$ cat src/hdl/mbrc_pkg.sv
`default_nettype none

package mbrc_pkg;

  localparam int MAX_PDU_BYTES_DEF = 253;
  localparam int RESQ_DEPTH        = 4;

  localparam logic [7:0] FN_COILS    = 8'd1;
  localparam logic [7:0] FN_DISCRETE = 8'd2;
  localparam logic [7:0] FN_HOLDING  = 8'd3;
  localparam logic [7:0] FN_INPUT    = 8'd4;

  localparam logic [7:0]  EXPECTED_FUNCTION_RST = 8'd3;
  localparam logic [10:0] EXPECTED_COUNT_RST    = 11'd1;

  typedef enum logic {
    REG_EXPECTED_FUNCTION = 1'b0,
    REG_EXPECTED_COUNT    = 1'b1
  } reg_idx_t;

  typedef enum logic [1:0] {
    KIND_WORD   = 2'd0,
    KIND_BITS   = 2'd1,
    KIND_STATUS = 2'd2
  } kind_t;

  typedef enum logic [1:0] {
    ST_OK      = 2'd0,
    ST_SHORT   = 2'd1,
    ST_INVALID = 2'd2
  } status_t;

  typedef enum logic [1:0] {
    VD_OK        = 2'd0,
    VD_BAD_HEAD  = 2'd2,
    VD_BAD_COUNT = 2'd3
  } verdict_t;

  typedef struct packed {
    kind_t       kind;
    logic [15:0] value;
    logic [7:0]  item_index;
    status_t     status;
    logic [7:0]  exception_code;
    logic        end_of_run;
  } result_t;

  // results caused by one accepted byte: optional data word, then optional status
  typedef struct packed {
    logic    data_vld;
    result_t data;
    logic    stat_vld;
    result_t stat;
  } res_pair_t;

endpackage

`default_nettype wire

$ cat src/hdl/mbrc_parse.sv
`default_nettype none

module mbrc_parse #(
  parameter int MAX_PDU_BYTES = mbrc_pkg::MAX_PDU_BYTES_DEF
) (
  input  wire logic              clk,
  input  wire logic              rst_n,
  input  wire logic              accept,
  input  wire logic [7:0]        data_byte,
  input  wire logic              last_byte,
  input  wire logic [7:0]        expected_function,
  input  wire logic [10:0]       expected_count,
  output mbrc_pkg::res_pair_t    res
);

  logic [7:0]          pos_r, pos_nxt;
  logic [7:0]          decl_r, decl_nxt;
  logic [7:0]          pend_r, pend_nxt;
  mbrc_pkg::verdict_t  verdict_r, verdict_nxt;
  logic [7:0]          cap_r, cap_nxt;
  logic                is_exc_r, is_exc_nxt;

  logic        wr, br;
  logic [11:0] want;
  logic [7:0]  d;
  logic [8:0]  len;

  assign wr = (expected_function == mbrc_pkg::FN_HOLDING) ||
              (expected_function == mbrc_pkg::FN_INPUT);
  assign br = (expected_function == mbrc_pkg::FN_COILS) ||
              (expected_function == mbrc_pkg::FN_DISCRETE);
  // coil count over 2040 gives 256, which no byte count matches
  assign want = wr ? {expected_count, 1'b0}
                   : 12'(({1'b0, expected_count} + 12'd7) >> 3);
  assign d    = pos_r - 8'd2;
  assign len  = {1'b0, pos_r} + 9'd1;

  always_comb begin
    pos_nxt     = pos_r;
    decl_nxt    = decl_r;
    pend_nxt    = pend_r;
    verdict_nxt = verdict_r;
    cap_nxt     = cap_r;
    is_exc_nxt  = is_exc_r;
    res         = '0;

    if (pos_r < 8'(MAX_PDU_BYTES)) begin
      if (pos_r == 8'd0) begin
        if (data_byte[7]) begin
          is_exc_nxt  = 1'b1;
          verdict_nxt = mbrc_pkg::VD_BAD_HEAD;
        end else if (data_byte != expected_function) begin
          verdict_nxt = mbrc_pkg::VD_BAD_HEAD;
        end
      end else if (pos_r == 8'd1) begin
        decl_nxt = data_byte;
        if (is_exc_r) cap_nxt = data_byte;
        if (verdict_r == mbrc_pkg::VD_OK && (wr || br)) begin
          if ({4'd0, data_byte} != want ||
              ({1'b0, data_byte} + 9'd2) > 9'(MAX_PDU_BYTES))
            verdict_nxt = mbrc_pkg::VD_BAD_COUNT;
        end
      end else if (verdict_r == mbrc_pkg::VD_OK && d < decl_r) begin
        if (wr) begin
          if (d[0]) begin
            res.data_vld        = 1'b1;
            res.data.kind       = mbrc_pkg::KIND_WORD;
            res.data.value      = {pend_r, data_byte};
            res.data.item_index = {1'b0, d[7:1]};
          end else begin
            pend_nxt = data_byte;
          end
        end else if (br) begin
          res.data_vld        = 1'b1;
          res.data.kind       = mbrc_pkg::KIND_BITS;
          res.data.value      = {8'd0, data_byte};
          res.data.item_index = d;
        end
      end
    end

    if (last_byte) begin
      res.stat_vld        = 1'b1;
      res.stat.kind       = mbrc_pkg::KIND_STATUS;
      res.stat.end_of_run = 1'b1;
      if (pos_r == 8'd0) begin
        res.stat.status = mbrc_pkg::ST_SHORT;
      end else begin
        if (is_exc_nxt) res.stat.exception_code = cap_nxt;
        if (verdict_nxt == mbrc_pkg::VD_BAD_HEAD)
          res.stat.status = mbrc_pkg::ST_INVALID;
        else if (!(wr || br))
          res.stat.status = mbrc_pkg::ST_OK;
        else if (len < ({1'b0, decl_nxt} + 9'd2))
          res.stat.status = mbrc_pkg::ST_SHORT;
        else if (verdict_nxt == mbrc_pkg::VD_BAD_COUNT)
          res.stat.status = mbrc_pkg::ST_INVALID;
        else
          res.stat.status = mbrc_pkg::ST_OK;
      end
      pos_nxt     = '0;
      decl_nxt    = '0;
      pend_nxt    = '0;
      verdict_nxt = mbrc_pkg::VD_OK;
      cap_nxt     = '0;
      is_exc_nxt  = 1'b0;
    end else begin
      pos_nxt = (pos_r == 8'hFF) ? 8'hFF : pos_r + 8'd1;
    end

    if (!accept) begin
      res.data_vld = 1'b0;
      res.stat_vld = 1'b0;
    end
  end

  always_ff @(posedge clk) begin
    if (!rst_n) begin
      pos_r     <= '0;
      decl_r    <= '0;
      pend_r    <= '0;
      verdict_r <= mbrc_pkg::VD_OK;
      cap_r     <= '0;
      is_exc_r  <= 1'b0;
    end else if (accept) begin
      pos_r     <= pos_nxt;
      decl_r    <= decl_nxt;
      pend_r    <= pend_nxt;
      verdict_r <= verdict_nxt;
      cap_r     <= cap_nxt;
      is_exc_r  <= is_exc_nxt;
    end
  end

endmodule

`default_nettype wire

$ cat config.mk
export PLATFORM = sky130hd
export DESIGN_NAME = mbrc_parse
export DESIGN_NICKNAME = d
export VERILOG_FILES = /design/src/hdl/mbrc_pkg.sv /design/src/hdl/mbrc_parse.sv
export SDC_FILE = /design/constraint.sdc
export NUM_CORES = 1
export LEC_CHECK = 0
export ABC_AREA = 1
export BUFFER_PORTS_ARGS = -buffer_cell sky130_fd_sc_hd__buf_4
export CAP_MARGIN = 10
export CORE_UTILIZATION = 54
export CTS_CLUSTER_DIAMETER = 200
export DETAILED_ROUTE_END_ITERATION = 8
export PLACE_DENSITY_LB_ADDON = 0.25
export SLEW_MARGIN = 20
export SYNTH_ARGS = -nofsm -noshare
export SYNTH_HDL_FRONTEND = slang
export SYNTH_SLANG_ARGS = --single-unit
$ cat constraint.sdc
create_clock -name clk -period 4.2 [get_ports clk]
set_input_delay 0.21 -clock clk [delete_from_list [all_inputs] [get_ports clk]]
set_output_delay 0.21 -clock clk [all_outputs]
set_load 0.05 [all_outputs]
# Word level (Yosys, flattened, before mapping)
# Index checks and enable logic that the tools add are counted.
[word_totals] ff_bits=35 latch_bits=0 mem_bits_rw=0 mem_bits_ro=0 inputBits=31 output_inout_bits=76 n_memories=0
[classes] n_addsub=6 mul=0 n_div=0 n_lt_le_gt_ge=4 n_eq_ne=13 n_shift=0 muxes=49 n_bitwise=0 n_reduce_logical=12
[ops] operator="27-bit two-way mux" count=7
[ops] operator="8-bit two-way mux" count=20
[ops] operator="2-bit two-way mux" count=13
[ops] operator="8-bit by 2-bit adder with 9-bit output (second input constant)" count=2
[ops] operator="8-bit by 1-bit equality test with 1-bit output (second input constant)" count=2
[ops] operator="8-bit by 2-bit equality test with 1-bit output (second input constant)" count=2
[ops] operator="11-bit by 3-bit adder with 12-bit output (second input constant)" count=1
[ops] operator="12-bit two-way mux" count=1
[ops] operator="8-bit by 12-bit != test with 1-bit output" count=1
[ops] operator="11-bit two-way mux" count=1
[ops] operator="8-bit by 1-bit adder with 9-bit output (second input constant)" count=1
[ops] operator="9-bit by 8-bit > comparator with 1-bit output (second input constant)" count=1
[ops] operator="9-bit < comparator" count=1
[ops] operator="8-bit by 1-bit adder with 8-bit output (second input constant)" count=1
[ops] operator="8-bit by 3-bit equality test with 1-bit output (second input constant)" count=1
[ops] operator="8-bit equality test (second input constant)" count=1
[ops] operator="8-bit zero test" count=1
[ops] operator="8-bit < comparator" count=1
[ops] operator="8-bit < comparator (second input constant)" count=1
[ops] operator="8-bit != test" count=1
[ops] operator="8-bit by 2-bit subtractor with 8-bit output (second input constant)" count=1
[ops] operator="7-bit AND reduction" count=1
[ops] operator="1-bit two-way mux" count=6
[ops] operator="2-bit != test (second input constant)" count=3
[ops] operator="other kinds (6)" count=13

# Depth between registers and ports, before layout
[depth] word_depth=17 depth_mapped=23 ltp_nobuf=22

# Worst setup path before layout
# Ideal clock, no wire load.
[synth_path] path_kind="register -> output" startpoint="reg pos_r[1]" endpoint="out res[49] (netlist name)" arrival_ns=3.773 setup_slack_ns=0.217 path_stages_with_launch=14 n_path_buf=0 cell_sequence="dfxtp_1 -> inv_1 -> ha_1 -> nand4_1 -> xor2_1 -> inv_1 -> ha_1 -> nand2_1 -> nand3_1 -> nor2_1 -> nand2_2 -> nor2_1 -> inv_1 -> o21ai_0"
[synth_lines] item="start, declared" line="mbrc_parse.sv:16" rtl="logic [7:0] pos_r, pos_nxt;"
[synth_lines] item="start signal, assigned" line="mbrc_parse.sv:126" rtl="pos_r <= pos_nxt;"
[synth_lines] item="end, declared" line="mbrc_parse.sv:13" rtl="output mbrc_pkg::res_pair_t res"

==> metrics.cfg <==
[drt]
route.detailed.drc=0
drt_pass1_iterations=5
drtIter0Drc=373
num_vias=4202
vias_per_cell=5.33
wl_per_cell_um=13.5
ant_nets=0
finalWirelength_um=10600

[worst_setup_path]
cp_cell_sequence=inv_1 > ha_1 > nor3_1 > nand2_1 > nand2_2 > nor2_8 > inv_4 > nand2_1 > o21ai_1 > inv_1 > ha_2 > nand3_2 > nor3_4 > xnor2_1 > ha_1 > nand2_1 > nor2_1 > a211oi_1 > o211ai_1 > nor2_1 > nand2_1 > a21oi_2 > buf_6
startpoint_type=register
criticalPathCategory=register to output port
critPathMaxStageDelay_ns=0.40
path_delay_family=simple AND/OR/NAND/NOR gates
cpMostUsedCell=nand2_1
crit_arrival_ns=3.57
path_buf_inv=4
crit_path_max_fanout=10
r2r_cells=13
cp.depth=23
slowest_stage=dfxtp_4
worstPathRequired_ns=3.99
end_kind=output port

[layout]
seq_area_sq_um=706
diodes=0
post_route_cells_drive_above_1_share_pct=17.0
multi_input_area_sq_um=2630
fillers=667
stdcell_area_sq_um=4420
final_nets=748
area_delta_synth_final_pct=14.2
final_cell_mix=157 x nand2_1, 76 x nor2_1, 74 x inv_1, 70 x buf_4, 47 x a21oi_1
final_common_cell=nand2_1

[global_routing]
grt_pass1_wl_um=17300
grt_use_total_pct=29.1
grt.busiest_layer=met2
antenna_found_initial=0
grt_max_degree=36
met3_usage_pct=4.67
grt_util_met1_pct=41.3
grtUsageMet2_pct=45.7
grt_pass1_vias=3622
grt-ovfl-total=0

[logic_synthesis]
synthCells=633
synth_area_sq_um=3870
synthArstFlopShare_pct=0
yosysUniqueCellTypes=44
yosys_warnings=0
ys_seq_area_share_pct=18.1
ys_ff_latch=35
ys.flop_type=dfxtp_1
synth-edff-count=0
synth_area_per_cell_sq_um=6.12

[hold_path]
hold_path_depth=3
hold_path_class=input port to register

[floorplan]
die_h_um=86.7
die_x_um=86.7
core_area_sq_um=6870
die-area_sq_um=7510
start_util_pct=56.4
ios=107
rows=30

[clocking]
htree_levels=2
cts.clk_slew.worst_paths_ns=0.08
clock_insertion_delay_worst_skew_ns=0.30
cts_buffer_depth=2
postCtsHoldBufs=0
numCtsBuffers=5
root_buffer=clkbuf_8
numClockSinks=35
cts_tree=done

[pwr]
switching_share_pct=36.0
leakage_nw=2.21
power_mw=0.919
power.density_nw_per_um2=208
ir_drop_mv=0.121
p_comb_share_pct=27.4
clockPowerShare_pct=35.9
p_int_mw=0.588
p_sw_mw=0.331
seq_power_share_pct=36.7

[sta]
final.min_clock_period_ns=3.78
slew_violations=0
worst-slew-pin-transition_ns=1.08
hold_ws_ns=0.260
maxClockFrequency_ghz=0.264
tns_ns=0
setup_viol=0
fin_crit_sh_pct=90.1
slew_headroom_pct=27.8
skew_ns=0.00762
hold_viol=0

[job]
max_cap_violations=0

[place]
place_congestion=0.904
port_buffers=69
hpwl_um=8170
post_dp_cell_area_sq_um=4280

[status]
status=complete, no violations

==> path summary, 6_finish.rpt <==
path / end / from / slack, ns
hold / removal: pend_r[1] / data_byte[1] / 0.26
hold reg to reg: decl_r[6] / decl_r[6] / 0.47
setup / recovery: res[9] / pos_r[0] / 0.42
setup reg to reg: pend_r[4] / pos_r[2] / 1.36
==> cells in the mapped netlist (2+ instances only) <==
cell / count / area [sq um]
a21oi_2: 4 / 35.0
buf_4: 39 / 293
xnor2_1: 4 / 35.0
dfxtp_1: 35 / 701
nor2_1: 76 / 285
nand3_2: 5 / 50.1
nand2_4: 2 / 22.5
nor3_1: 5 / 25.0
inv_2: 6 / 22.5
nor4_1: 3 / 18.8
o21ai_1: 4 / 20.0
nand3b_1: 2 / 15.0
nand3_1: 38 / 190
o32ai_1: 2 / 17.5
o21ai_2: 3 / 26.3
clkinv_1: 2 / 7.51
a211oi_1: 2 / 15.0
clkbuf_1: 11 / 41.3
inv_1: 75 / 282
a21oi_1: 47 / 235
or2_1: 8 / 50.1
nand4_1: 17 / 106
o22ai_1: 3 / 18.8
o21ai_0: 16 / 80.1
nand2_2: 5 / 31.3
buf_6: 3 / 33.8
xor2_1: 15 / 131
nand2_1: 157 / 589
nor2_4: 5 / 56.3
ha_1: 25 / 313
==> sequential cells by signal (all words and copies together), names as in the netlist <==
name       flops
decl_r         8
is_exc_r       1
pend_r         8
pos_r          8
cap_r          8
verdict_r      2
==> metal layers <==
layer / up-vias / routed length [um]
li1: 2076 / -
met1: 1875 / 4800
met2: 233 / 4640
met3: 18 / 1020
met4: 0 / 150
met5: - / 0
==> power by group through the flow <==
stage	sequential (mW)	clock (mW)	combinational, mW
after global placement	0.345	0	0.243
after floorplan	0.344	0	0.212
after detailed placement	0.345	0	0.247
after global routing	0.338	0.346	0.272
after CTS	0.337	0.326	0.248
final	0.337	0.329	0.252
==> tightest hold or removal path, cell delays in order <==
cell     delay, ns
buf_4         0.14
nand4_1       0.09
a21oi_1       0.06
==> cells by family after synthesis <==
group                    Yosys count  share of synthesized area [%]
buffers and inverters            138                           17.8
flip-flops                        35                           18.1
adder cells (fa/ha/maj)           25                           8.08
XOR/XNOR                          19                           4.30
AND/OR/NAND/NOR                  327                           38.4
other                              1                         0.0968
AO/OA/AOI/OAI                     88                           13.2
==> final cells by class <==
type | instances | area share [%]
Timing Repair Buffer | 71 | 12.1
Tap cell | 96 | 2.72
Clock inverter | 2 | 0.793
Inverter | 83 | 7.10
Sequential cell | 35 | 16.0
Clock buffer | 6 | 1.87
Multi-Input combinational cell | 496 | 59.4
==> stage by stage <==
stage / cells / worst slack (ns) / util, %
6_report: 789 / 0.417 / 64.4
5_1_grt: 789 / -0.0118 / 64.4
4_1_cts: 788 / 0.170 / 64.0
3_5_place_dp: 780 / 0.498 / 62.2
3_3_place_gp: 780 / 0.617 / 62.2
2_1_floorplan: 669 / 0.217 / -
==> timing repair <==
item                       CTS  global route
gates resized for setup      0             8
setup endpoints to repair    0             2
setup buffers                0             1
Power figures use the tool's default switching activity.
